File: config.mk
export PLATFORM = sky130hd
export DESIGN_NAME = byte_fifo_with_line_count_unit
export DESIGN_NICKNAME = d
export VERILOG_FILES = /design/src/rtl/bfl_pkg.sv /design/src/rtl/bfl_ram.sv /design/src/rtl/byte_fifo_with_line_count_unit.sv
export SDC_FILE = /design/constraint.sdc
export NUM_CORES = 1
export LEC_CHECK = 0
export BUFFER_PORTS_ARGS = -buffer_cell sky130_fd_sc_hd__buf_2
export CAP_MARGIN = 40
export CORE_MARGIN = 5
export CORE_UTILIZATION = 60
export CTS_CLUSTER_DIAMETER = 150
export CTS_CLUSTER_SIZE = 28
export DETAILED_ROUTE_END_ITERATION = 12
export GPL_ROUTABILITY_DRIVEN = 0
export PLACE_DENSITY = 0.77
export SYNTH_ARGS = -nofsm -noshare
export SYNTH_HDL_FRONTEND = slang
export SYNTH_SLANG_ARGS = --single-unit
File: constraint.sdc
create_clock -name clk_i -period 4.18 [get_ports clk_i]
set_input_delay 1.254 -clock clk_i [delete_from_list [all_inputs] [get_ports clk_i]]
set_output_delay 1.254 -clock clk_i [all_outputs]
set_load 0.03 [all_outputs]
File: src/rtl/bfl_pkg.sv
// Shared constants for the byte FIFO with line count.
// No dependencies; used by byte_fifo_with_line_count_unit and bfl_checker.
package bfl_pkg;

  localparam int DEPTH_DEF = 64;
  localparam int CNT_W     = 7;
  localparam int BYTE_W    = 8;
  localparam int FUNC_W    = 3;

  localparam logic [BYTE_W-1:0] NEWLINE = 8'h0A;

  localparam logic [FUNC_W-1:0] FUNC_WRITE   = 3'd0;
  localparam logic [FUNC_W-1:0] FUNC_READ    = 3'd1;
  localparam logic [FUNC_W-1:0] FUNC_PEEK    = 3'd2;
  localparam logic [FUNC_W-1:0] FUNC_CLEAR   = 3'd3;
  localparam logic [FUNC_W-1:0] FUNC_GETLINE = 3'd4;

endpackage

File: src/rtl/bfl_ram.sv
// Generic simple dual-port RAM: one write port, one read port, registered read data.
// No dependencies.
module bfl_ram #(
  parameter int WIDTH = 8,
  parameter int DEPTH = 64
) (
  input  logic                     clk_i,
  input  logic                     we_i,
  input  logic [$clog2(DEPTH)-1:0] waddr_i,
  input  logic [WIDTH-1:0]         wdata_i,
  input  logic [$clog2(DEPTH)-1:0] raddr_i,
  output logic [WIDTH-1:0]         rdata_o
);

  logic [WIDTH-1:0] mem_q [DEPTH];

  always_ff @(posedge clk_i) begin
    if (we_i) begin
      mem_q[waddr_i] <= wdata_i;
    end
    rdata_o <= mem_q[raddr_i];
  end

endmodule

File: src/rtl/byte_fifo_with_line_count_unit.sv
// Byte FIFO with newline count: write, read n, peek n, clear, get line.
// Write, clear and errors: one result the cycle after accept; busy stays low.
// Peek n: emit pass only; each byte goes through the registered RAM read and output, one per cycle.
// Read n / get line of n bytes: a counting pass over the single RAM read port
// precedes the emit pass, and busy stays high through both passes.
// Reset (async, active low) empties the FIFO and sets capacity to DEPTH.
module byte_fifo_with_line_count_unit #(
  parameter int DEPTH = bfl_pkg::DEPTH_DEF
) (
  input  logic                        clk_i,
  input  logic                        rst_ni,
  input  logic                        start,
  output logic                        busy,
  input  logic [bfl_pkg::FUNC_W-1:0]  func_i,
  input  logic [bfl_pkg::BYTE_W-1:0]  in_byte_i,
  input  logic [bfl_pkg::CNT_W-1:0]   size_i,
  input  logic                        cfg_valid_i,
  output logic                        cfg_ready_o,
  input  logic [bfl_pkg::CNT_W-1:0]   cfg_capacity_i,
  output logic                        out_strobe_o,
  output logic                        status_o,
  output logic [bfl_pkg::BYTE_W-1:0]  out_byte_o,
  output logic                        last_o,
  output logic [bfl_pkg::CNT_W-1:0]   fill_count_o,
  output logic [bfl_pkg::CNT_W-1:0]   line_count_o
);

  localparam int AW = $clog2(DEPTH);
  localparam int CW = bfl_pkg::CNT_W;
  localparam logic [CW-1:0] CAP_MAX = CW'(DEPTH);

  localparam logic [1:0] ST_IDLE = 2'd0;
  localparam logic [1:0] ST_SCAN = 2'd1;
  localparam logic [1:0] ST_EMIT = 2'd2;

  logic [1:0]    state_q, state_d;
  logic [AW-1:0] wr_pos_q, wr_pos_d;
  logic [AW-1:0] rd_pos_q, rd_pos_d;
  logic [AW-1:0] scan_pos_q, scan_pos_d;
  logic [AW-1:0] emit_pos_q, emit_pos_d;
  logic [CW-1:0] held_q, held_d;
  logic [CW-1:0] lines_q, lines_d;
  logic [CW-1:0] cap_q, cap_d;
  logic [CW-1:0] tot_q, tot_d;
  logic [CW-1:0] cnt_q, cnt_d;
  logic [CW-1:0] nl_q, nl_d;
  logic [CW-1:0] iss_q, iss_d;
  logic          pend_q, pend_d;
  logic          get_q, get_d;

  logic                       strobe_q, strobe_d;
  logic                       status_q, status_d;
  logic [bfl_pkg::BYTE_W-1:0] byte_q, byte_d;
  logic                       last_q, last_d;
  logic [CW-1:0]              fill_q, fill_d;
  logic [CW-1:0]              lcnt_q, lcnt_d;

  logic                       ram_we;
  logic [AW-1:0]              ram_raddr;
  logic [bfl_pkg::BYTE_W-1:0] ram_rdata;

  logic          accept;
  logic          cfg_wr;
  logic [CW-1:0] cnt_inc;
  logic [CW-1:0] nl_inc;
  logic          scan_done;

  function automatic logic [AW-1:0] adv(input logic [AW-1:0] pos, input logic [CW-1:0] cap);
    logic [CW-1:0] nxt;
    nxt = CW'(pos) + CW'(1);
    return (nxt >= cap) ? '0 : nxt[AW-1:0];
  endfunction

  assign busy        = (state_q != ST_IDLE);
  // hold off a capacity write while a command is offered
  assign cfg_ready_o = !busy && !start;
  assign accept      = start && !busy;
  assign cfg_wr      = cfg_valid_i && cfg_ready_o;

  assign cnt_inc = cnt_q + CW'(1);
  assign nl_inc  = nl_q + CW'(ram_rdata == bfl_pkg::NEWLINE);

  bfl_ram #(
    .WIDTH (bfl_pkg::BYTE_W),
    .DEPTH (DEPTH)
  ) u_ram (
    .clk_i   (clk_i),
    .we_i    (ram_we),
    .waddr_i (wr_pos_q),
    .wdata_i (in_byte_i),
    .raddr_i (ram_raddr),
    .rdata_o (ram_rdata)
  );

  always_comb begin
    state_d    = state_q;
    wr_pos_d   = wr_pos_q;
    rd_pos_d   = rd_pos_q;
    scan_pos_d = scan_pos_q;
    emit_pos_d = emit_pos_q;
    held_d     = held_q;
    lines_d    = lines_q;
    cap_d      = cap_q;
    tot_d      = tot_q;
    cnt_d      = cnt_q;
    nl_d       = nl_q;
    iss_d      = iss_q;
    pend_d     = pend_q;
    get_d      = get_q;
    strobe_d   = 1'b0;
    status_d   = 1'b0;
    byte_d     = '0;
    last_d     = 1'b1;
    ram_we     = 1'b0;
    ram_raddr  = (state_q == ST_SCAN) ? scan_pos_q : emit_pos_q;
    scan_done  = 1'b0;

    unique case (state_q)
      ST_IDLE: begin
        if (cfg_wr) begin
          // clamp capacity into 1..DEPTH and empty the buffer
          if (cfg_capacity_i == '0) begin
            cap_d = CW'(1);
          end else if (cfg_capacity_i > CAP_MAX) begin
            cap_d = CAP_MAX;
          end else begin
            cap_d = cfg_capacity_i;
          end
          wr_pos_d = '0;
          rd_pos_d = '0;
          held_d   = '0;
          lines_d  = '0;
        end else if (accept) begin
          strobe_d   = 1'b1;
          scan_pos_d = rd_pos_q;
          emit_pos_d = rd_pos_q;
          cnt_d      = '0;
          nl_d       = '0;
          iss_d      = '0;
          pend_d     = 1'b0;
          unique case (func_i) inside
            bfl_pkg::FUNC_WRITE: begin
              if (held_q >= cap_q) begin
                status_d = 1'b1;
              end else begin
                ram_we   = 1'b1;
                wr_pos_d = adv(wr_pos_q, cap_q);
                held_d   = held_q + CW'(1);
                lines_d  = lines_q + CW'(in_byte_i == bfl_pkg::NEWLINE);
              end
            end
            bfl_pkg::FUNC_READ, bfl_pkg::FUNC_PEEK: begin
              if (size_i == '0 || size_i > held_q) begin
                status_d = 1'b1;
              end else begin
                // burst: results come from the emit pass
                strobe_d = 1'b0;
                tot_d    = size_i;
                get_d    = 1'b0;
                state_d  = (func_i == bfl_pkg::FUNC_PEEK) ? ST_EMIT : ST_SCAN;
              end
            end
            bfl_pkg::FUNC_CLEAR: begin
              wr_pos_d = '0;
              rd_pos_d = '0;
              held_d   = '0;
              lines_d  = '0;
            end
            bfl_pkg::FUNC_GETLINE: begin
              if (lines_q == '0 || held_q == '0) begin
                status_d = 1'b1;
              end else begin
                strobe_d = 1'b0;
                get_d    = 1'b1;
                state_d  = ST_SCAN;
              end
            end
            default: begin
              status_d = 1'b1;
            end
          endcase
        end
      end

      ST_SCAN: begin
        // count bytes and newlines to consume so every result shows final counts
        scan_pos_d = adv(scan_pos_q, cap_q);
        pend_d     = 1'b1;
        if (pend_q) begin
          cnt_d     = cnt_inc;
          nl_d      = nl_inc;
          scan_done = get_q ? (ram_rdata == bfl_pkg::NEWLINE) : (cnt_inc == tot_q);
          if (scan_done) begin
            state_d  = ST_EMIT;
            tot_d    = cnt_inc;
            held_d   = held_q - cnt_inc;
            lines_d  = lines_q - nl_inc;
            rd_pos_d = scan_pos_q;
            cnt_d    = '0;
            iss_d    = '0;
            pend_d   = 1'b0;
          end
        end
      end

      ST_EMIT: begin
        if (iss_q != tot_q) begin
          iss_d      = iss_q + CW'(1);
          emit_pos_d = adv(emit_pos_q, cap_q);
          pend_d     = 1'b1;
        end else begin
          pend_d = 1'b0;
        end
        if (pend_q) begin
          strobe_d = 1'b1;
          byte_d   = ram_rdata;
          last_d   = (cnt_inc == tot_q);
          cnt_d    = cnt_inc;
          if (cnt_inc == tot_q) begin
            state_d = ST_IDLE;
          end
        end
      end

      default: begin
        state_d = ST_IDLE;
      end
    endcase

    fill_d = held_d;
    lcnt_d = lines_d;
  end

  always_ff @(posedge clk_i or negedge rst_ni) begin
    if (!rst_ni) begin
      state_q  <= ST_IDLE;
      wr_pos_q <= '0;
      rd_pos_q <= '0;
      held_q   <= '0;
      lines_q  <= '0;
      cap_q    <= CAP_MAX;
      pend_q   <= 1'b0;
      strobe_q <= 1'b0;
    end else begin
      state_q  <= state_d;
      wr_pos_q <= wr_pos_d;
      rd_pos_q <= rd_pos_d;
      held_q   <= held_d;
      lines_q  <= lines_d;
      cap_q    <= cap_d;
      pend_q   <= pend_d;
      strobe_q <= strobe_d;
    end
  end

  always_ff @(posedge clk_i) begin
    scan_pos_q <= scan_pos_d;
    emit_pos_q <= emit_pos_d;
    tot_q      <= tot_d;
    cnt_q      <= cnt_d;
    nl_q       <= nl_d;
    iss_q      <= iss_d;
    get_q      <= get_d;
    status_q   <= status_d;
    byte_q     <= byte_d;
    last_q     <= last_d;
    fill_q     <= fill_d;
    lcnt_q     <= lcnt_d;
  end

  assign out_strobe_o = strobe_q;
  assign status_o     = status_q;
  assign out_byte_o   = byte_q;
  assign last_o       = last_q;
  assign fill_count_o = fill_q;
  assign line_count_o = lcnt_q;

endmodule

## Word level (Yosys, flattened, before mapping)

Memories as Yosys holds them, arrays and structs flattened. A register that Yosys moved wholly into a read port is not among the register bits.
Index checks and enable logic that the tools add are counted.

| word-level totals | value |
|---|---|
| memory bits (writable) | 512 |
| output and inout bits | 27 |
| logic and storage cells | 193 |
| memories kept | 1 |
| register bits | 102 |

| operators by class | value |
|---|---|
| order comparisons | 6 |
| multiplexer cells | 91 |
| bitwise gates (word level) | 3 |
| $add $sub $neg | 10 |
| eq/ne operators | 27 |
| reductions and logical operators | 35 |

Memories:

| name | words | bits a word | read ports | clocked after Yosys merged registers in | write ports | RTL line | source |
|---|---|---|---|---|---|---|---|
| u_ram.mem_q | 64 | 8 | 1 | 1 | 1 | bfl_ram.sv:15 | `logic [WIDTH-1:0] mem_q [DEPTH];` |

Operators with widths:

| cell | count |
|---|---|
| $mux 7 | 27 |
| $mux 6 | 15 |
| $pmux 7 s2 | 6 |
| $pmux 6 s2 | 4 |
| $pmux 7 s3 | 2 |
| $ge 7x7->1 | 4 |
| $logic_not 7->1 | 4 |
| $add 6x1->7 const B | 3 |
| $add 7x1->7 const B | 3 |
| $mux 1 | 21 |
| $mux 2 | 9 |
| $ne 2x2->1 const B | 9 |
| $eq 8x4->1 const B | 2 |
| $ne 3x3->1 const B | 5 |
| $add 7x1->7 | 2 |
| $sub 7x7->7 | 2 |
| $reduce_and 4->1 | 3 |
| $reduce_and 6->1 | 2 |
| $reduce_and 5->1 | 2 |
| $reduce_bool 2->1 | 5 |
| $reduce_and 9->1 | 1 |
| $eq 7x7->1 | 1 |
| $gt 7x7->1 | 1 |
| $gt 7x7->1 const B | 1 |
| other kinds (25) | 38 |

## Longest topological paths before layout

Gate-level depths: netlist (run 1).

| logic depth | value |
|---|---|
| depth in word-level cells | 8 |
| gate-level depth with buffers | 12 |
| gate-level depth less buffers | 12 |

## Cells and area by module

From an unflattened synthesis (run 1), not the netlist that was laid out.

| second synthesis, totals | value |
|---|---|
| cells, all modules | 1649 |
| area total of the unflattened synthesis | 26779.4 µm² |

Modules (own cells, without submodules):

| module | times used | cells each | area an instance (µm²) |
|---|---|---|---|
| bfl_ram | 1 | 972 | 20190.6 |
| byte_fifo_with_line_count_unit | 1 | 677 | 6588.8 |

## Worst setup path after synthesis (run 1)

OpenSTA, ideal clock, no wires.

| path | value |
|---|---|
| path kind | input to register |
| start | input port in_byte_i[5] (netlist bit) |
| end | register lines_q[6] |
| path slack | 0.579 ns |
| library setup time | 0.145 ns |
| buffers on the path | 0 |
| cell stages on the path | 9 |
| arrival | 3.456 ns |
| path through | or4_1 > nor2_1 > ha_1 > ha_1 > nand3_1 > a211oi_1 > a31oi_1 > a41o_1 > or4_1 |

| between the ends | value |
|---|---|
| longest elaborated chain between the ends | 7 |

Ends and longest elaborated chain:

| item | RTL line | source |
|---|---|---|
| start, declared | byte_fifo_with_line_count_unit.sv:15 | `input logic [bfl_pkg::BYTE_W-1:0] in_byte_i,` |
| $eq 8x4->1 | byte_fifo_with_line_count_unit.sv:149 | `lines_d = lines_q + CW'(in_byte_i == bfl_pkg::NEWLINE);` |
| $add 7x1->7 | byte_fifo_with_line_count_unit.sv:149 |  |
| $mux 7 | byte_fifo_with_line_count_unit.sv:143 | `if (held_q >= cap_q) begin` |
| $pmux 7 s2 | byte_fifo_with_line_count_unit.sv:141 | `unique case (func_i) inside` |
| $mux 7 | byte_fifo_with_line_count_unit.sv:133 | `end else if (accept) begin` |
| $mux 7 | byte_fifo_with_line_count_unit.sv:120 | `if (cfg_wr) begin` |
| $pmux 7 s2 | byte_fifo_with_line_count_unit.sv:118 | `unique case (state_q)` |
| named net lcnt_d[6] | byte_fifo_with_line_count_unit.sv:56 | `logic [CW-1:0] lcnt_q, lcnt_d;` |
| end signal, assigned | byte_fifo_with_line_count_unit.sv:249 | `lines_q <= lines_d;` |
| end, declared | byte_fifo_with_line_count_unit.sv:42 | `logic [CW-1:0] lines_q, lines_d;` |

The timed path passes the listed nets, and every way through them passes these cells.
A chain may end at the register's enable or synchronous reset.

## Worst setup path after layout (run 1)

| path | value |
|---|---|
| start | register u_ram.rdata_o[5] (read register of u_ram.mem_q) |
| end | register lines_q[5] |

| between the ends | value |
|---|---|
| longest elaborated chain between the ends | 6 |

Ends and longest elaborated chain:

| item | RTL line | source |
|---|---|---|
| start, declared | bfl_ram.sv:12 | `output logic [WIDTH-1:0] rdata_o` |
| $eq 8x4->1 (*) | byte_fifo_with_line_count_unit.sv:81, byte_fifo_with_line_count_unit.sv:192 |  |
| $add 7x1->7 | byte_fifo_with_line_count_unit.sv:81 | `assign nl_inc = nl_q + CW'(ram_rdata == bfl_pkg::NEWLINE);` |
| $sub 7x7->7 | byte_fifo_with_line_count_unit.sv:197 | `lines_d = lines_q - nl_inc;` |
| $mux 7 (*) | byte_fifo_with_line_count_unit.sv:193 | `if (scan_done) begin` |
| $mux 7 (*) | byte_fifo_with_line_count_unit.sv:189 | `if (pend_q) begin` |
| $pmux 7 s2 (*) | byte_fifo_with_line_count_unit.sv:118 |  |
| named net lcnt_d[5] | byte_fifo_with_line_count_unit.sv:56 |  |

Mark *: on every way through the listed nets, which the timed path passes. The rest lies on a longest branch.

==> flow_summary.toml, run 1 <==
[status]
status = "finished, final reports clean"

[yosys]
netlist.top_cell.by_area = "edfxtp_1"
ys.flop_type = "edfxtp_1"
synth_top_area_share_pct = 62.0
synth_edf_count = 553
syn_inst = 1704
syn_area_um2 = 26800
synthesis.nets = 1795
synth_cell_type_count = 72
ys_seq_area_share_pct = 67.9
ys_warn_count = 0
synth-seq-cells = 622
syn-mean-instance-area_um2 = 15.7
async_flop_share_pct = 5.95
synth.area.top_cells = "edfxtp_1 (62%), mux4_2 (11%), dfrtp_1 (3.4%)"

[place]
io_buffers = 55
place_ws_ps = 6.82
dpl.hpwl_um = 39900
placed_area_um2 = 28500

[sta]
layout_setup_ws_ps = 516
rsz0062_at_grt = "no"
slew_headroom_pct = 46.3
fin_crit_sh_pct = 87.7
min_period_ps = 3660
finalHoldViolCount = 0
setup_violations = 0
fmax_mhz = 273
final.setup.tns_ps = 0
tightest_slew_ps = 806
slew_viol_final = 0
fin_skew_ps = 23.0

[clock_network]
clk_pin_slew_worst_paths_ps = 110
h-tree-depth = 1
cts_setup_buffers = 0
cts_resized = 0
insertion_delay_ps = 620
cts_buffer_depth = 3
cts.sinks = 622
cts_root_buffer = "clkbuf_16"
cts_tree = "done"
cts_buffers = 26
cts_hold_buf = 0

[worst_hold_path]
hp-class = "register to register"

[worst_setup_path]
arrival_ps = 4120
required_ps = 4640
crit_type = "register to register"
end_kind = "register"
cp-start-kind = "register"
critPathMaxFanout = 4

[finish]
drive_gt1_share_pct = 18.7
largest-register = "u_ram.mem_q"
layout_commonest_cell = "edfxtp_1"
fin_nets = 1915
area_growth_syn_to_layout_pct = 9.11
final_util_pct = 66.1
diodes = 0
fillCellCount = 2947
largest_reg_flops = 512
layout_common_cells = "edfxtp_1 (553), nand2_1 (174), nor2_1 (132)"
final_area_um2 = 29200

[detailed_routing]
drtIter0Drc = 1894
wl_per_cell_um = 25.1
firstDrtPassIters = 5
drcViolationCount = 0
dr_total_vias = 15500
routed_wl_um = 60800
vias_per_cell = 6.40
ant_nets = 0

[global_routing]
gr-total-overflow = 0
grt_pass1_vias = 15700
grt_max_degree = 65
antenna_found_initial = 0
grt_pass1_wl_um = 93100
grt.total_usage_pct = 24.5

[floorplanning]
dieHeight_um = 221
die_x_um = 221
boundaryPins = 56
fp.dieArea_um2 = 48900
fp-row-count = 77
coreArea_um2 = 44200
start_util_pct = 60.5

[pwr]
power.leakage_nw = 10.2
ir_worst_vdd_v = 0.000552
p_per_area_nw_per_um2 = 600

[run]
cap_violations = 0
[path summary, 6_finish.rpt]
| check | to | startpoint | cells past startpoint | slack, ps |
|---|---|---|---|---|
| worst max-delay path | lines_q[5] | u_ram.rdata_o[5] | 11 | 520 |
| worst min-delay path | cap_q[1] | cap_q[1] | 2 | 500 |
| worst max register to register | lines_q[5] | u_ram.rdata_o[5] | 11 | 520 |
| worst min register to register | cap_q[1] | cap_q[1] | 2 | 500 |
| max in group asynchronous | wr_pos_q[3] | rst_ni | 2 | 3100 |
| min in group asynchronous | held_q[0] | rst_ni | 1 | 590 |
[metal layers]
metal / wire length, um / vias up / GRT usage [%]
met1: 24000 / 7823 / 34.0
met3: 4330 / 134 / 2.74
met5: 0 / - / 0
met2: 30100 / 714 / 41.3
li1: - / 6832 / -
met4: 2370 / 0 / 8.02
[cell families (layout without fill, tap and decap cells)]
group | after synthesis | in the layout | synth area share, %
buffers and inverters | 118 | 246 | 1.85
DFF | 622 | 622 | 67.9
AOI/OAI and AO/OA | 235 | 235 | 5.89
muxes | 146 | 146 | 11.5
and+or+nand+nor | 468 | 468 | 7.94
adders and majority gates | 64 | 64 | 3.03
xor gates and xnor gates | 51 | 51 | 1.95
[cell type report]
class | instances | area (um2) | share of cell area (%)
Inverter | 41 | 154 | 0.527
Clock buffer | 34 | 681 | 2.33
Clock inverter | 2 | 60.1 | 0.206
Tap cell | 592 | 741 | 2.54
Multi-Input combinational cell | 964 | 8160 | 27.9
Timing Repair Buffer | 169 | 1250 | 4.27
Sequential cell | 622 | 18200 | 62.2
[synthesized netlist by cell type (all sizes together), types with 10 or more instances]
master / instances
xor2: 28
a21o: 21
nand2: 174
and2: 23
nor3: 13
a31oi: 21
a211oi: 19
a21oi: 37
and3: 15
dfxtp: 32
clkbuf: 42
nand3: 53
a22o: 10
xnor2: 18
o21ai: 59
nor2: 132
nand2b: 14
mux4: 128
dfrtp: 36
buf: 35
o22ai: 11
edfxtp: 553
mux2i: 13
ha: 60
inv: 40
[where the power goes]
group          leakage (nW)  switching (mW)  internal (mW)
registers              5.77           0.368           7.19
clock network         0.353            1.81           1.18
logic                  4.08            4.05           2.94
total                  10.2            6.23           11.3
[worst max-delay path: stages, from the launching register on]
cell,delay (ps)
dfxtp_1,330
or4_1,560
nor2_1,300
ha_1,280
xnor2_1,240
ha_1,320
a21o_1,180
maj3_1,390
maj3_1,370
a21oi_1,190
xor2_1,200
o221ai_1,160
[per-stage QoR]
| step | std cells | hold WS [ps] | power [mW] |
|---|---|---|---|
| after global routing | 2424 | 539 | 18.4 |
| final | 2424 | 495 | 17.5 |
| after CTS | 2424 | 496 | 17.6 |
| after global placement | 2385 | 465 | 14.4 |
| after detailed placement | 2388 | 471 | 14.7 |
| after floorplan | 1704 | 443 | 12.5 |
Note: power is estimated with default switching activity, not from simulation.
==> run 2, diff against run 1 <==
REMOVE_ABC_BUFFERS = 1   (was not set)
==> run 2 against run 1 <==
  * Combinational power rose by 0.9%
  * Sequential cell count unchanged
  * Cell area about the same
  * Worst hold slack got worse by 9.8 ps
  * Core utilization is essentially flat
  * Largest cell class unchanged
==> flow_summary.toml, run 2 (same netlist as run 1, synthesis figures left out) <==
[worst_setup_path]
arrival_ps = 4220
crit_type = "primary input to register"
critPathMaxFanout = 3
required_ps = 4650
worstRegToRegCells = 11
end_kind = "register"
cp-start-kind = "primary input"

[finish]
final_util_pct = 66.1
final_cells = 2427
largest-register = "u_ram.mem_q"
fin_nets = 1918
drive_gt1_share_pct = 18.9
diodes = 0
layout_commonest_cell = "edfxtp_1"
largest_reg_flops = 512
area_growth_syn_to_layout_pct = 9.18
layout_common_cells = "edfxtp_1 (553), nand2_1 (174), nor2_1 (132)"

[pwr]
pwr-share-clk_pct = 17.1
power.leakage_nw = 10.2
ir_worst_vdd_v = 0.000453
seqPwrFrac_pct = 42.8
p_per_area_nw_per_um2 = 602
swShare_pct = 35.6
p_sw_mw = 6.26
finalPower_mw = 17.6
p_int_mw = 11.3
combinationalPowerShare_pct = 40.1

[clock_network]
cts.sinks = 622
cts_resized = 0
cts_setup_buffers = 0
insertion_delay_ps = 630
cts_hold_buf = 0
h-tree-depth = 1
cts_tree = "done"
clk_pin_slew_worst_paths_ps = 110
cts_buffer_depth = 3
cts_root_buffer = "clkbuf_16"
cts_buffers = 26

[detailed_routing]
drcViolationCount = 0
ant_nets = 0
firstDrtPassIters = 6
drtIter0Drc = 2157
routed_wl_um = 62100
wl_per_cell_um = 25.6
vias_per_cell = 6.47
dr_total_vias = 15700

[run]
cap_violations = 0

[global_routing]
grt_pass1_wl_um = 95200
grt_max_degree = 65
antenna_found_initial = 0
grt_pass1_vias = 15600
grt.total_usage_pct = 25.1
gr-total-overflow = 0

[status]
status = "finished, final reports clean"

[worst_hold_path]
hp-class = "register to register"
hold_depth = 1

[floorplanning]
fp-row-count = 77
fp.dieArea_um2 = 48900
dieHeight_um = 221
boundaryPins = 56
die_x_um = 221
coreArea_um2 = 44200
start_util_pct = 60.5

[sta]
fin_crit_sh_pct = 89.5
fin_skew_ps = 40.6
min_period_ps = 3740
setup_violations = 0
tightest_slew_ps = 871
final.setup.tns_ps = 0
hold_ws_ps = 485
finalHoldViolCount = 0
fmax_mhz = 267
rsz0062_at_grt = "no"
slew_headroom_pct = 40.7
slew_viol_final = 0

[place]
dpl.hpwl_um = 40300
io_buffers = 55
numPlacedInstances = 2391
## run 2: worst max-delay path, cell delays in order
cell and delay [ps]:
buf_2 100, or4_1 520, nor2_1 570, buf_4 220
ha_1 150, ha_1 180, nand3_1 90, a211oi_1 270
a31oi_1 130, a41o_1 210, or4_1 530
## run 2: area by class of cell
type	instances	area, um2
flip-flops and latches	622	18200
inverters	41	154
multi-input cells	964	8160
clock inverters	2	60.1
fillers	2926	15000
clock buffers	34	681
well taps	592	741
repair buffers	172	1270
## run 2: worst paths after layout
| kind | start | to | slack (ps) |
|---|---|---|---|
| setup / recovery | in_byte_i[5] | lines_q[6] | 440 |
| hold / removal | u_ram.rdata_o[7] | out_byte_o[7] | 490 |
| setup reg to reg | state_q[1] | u_ram.rdata_o[0] | 600 |
| hold reg to reg | u_ram.rdata_o[7] | out_byte_o[7] | 490 |
| max in group asynchronous | rst_ni | cap_q[6] | 3110 |
| min in group asynchronous | rst_ni | lines_q[1] | 530 |
## run 2: layer usage
metal	share of wire (%)	wire length [um]	track usage, %
met1	40	24900	35.9
met2	48	29800	41.0
met3	8.1	5010	3.33
met4	3.9	2420	7.64
met5	0	0	0
## run 2: power groups by stage
| stage | clock network [mW] | registers (mW) | logic (mW) |
|---|---|---|---|
| after floorplan | 0 | 7.63 | 4.20 |
| after global placement | 0 | 7.66 | 6.75 |
| after detailed placement | 0 | 7.68 | 6.93 |
| after CTS | 3.05 | 7.53 | 6.99 |
| after global routing | 3.30 | 7.59 | 7.56 |
| final | 3.01 | 7.54 | 7.05 |
## run 2: stage by stage
stage / setup slack [ps] / cell area (um2)
after CTS: 432 / 29200
after global placement: -215 / 28500
after global routing: 384 / 29200
final: 437 / 29200
after detailed placement: -224 / 28500
after floorplan: -10680 / 26400
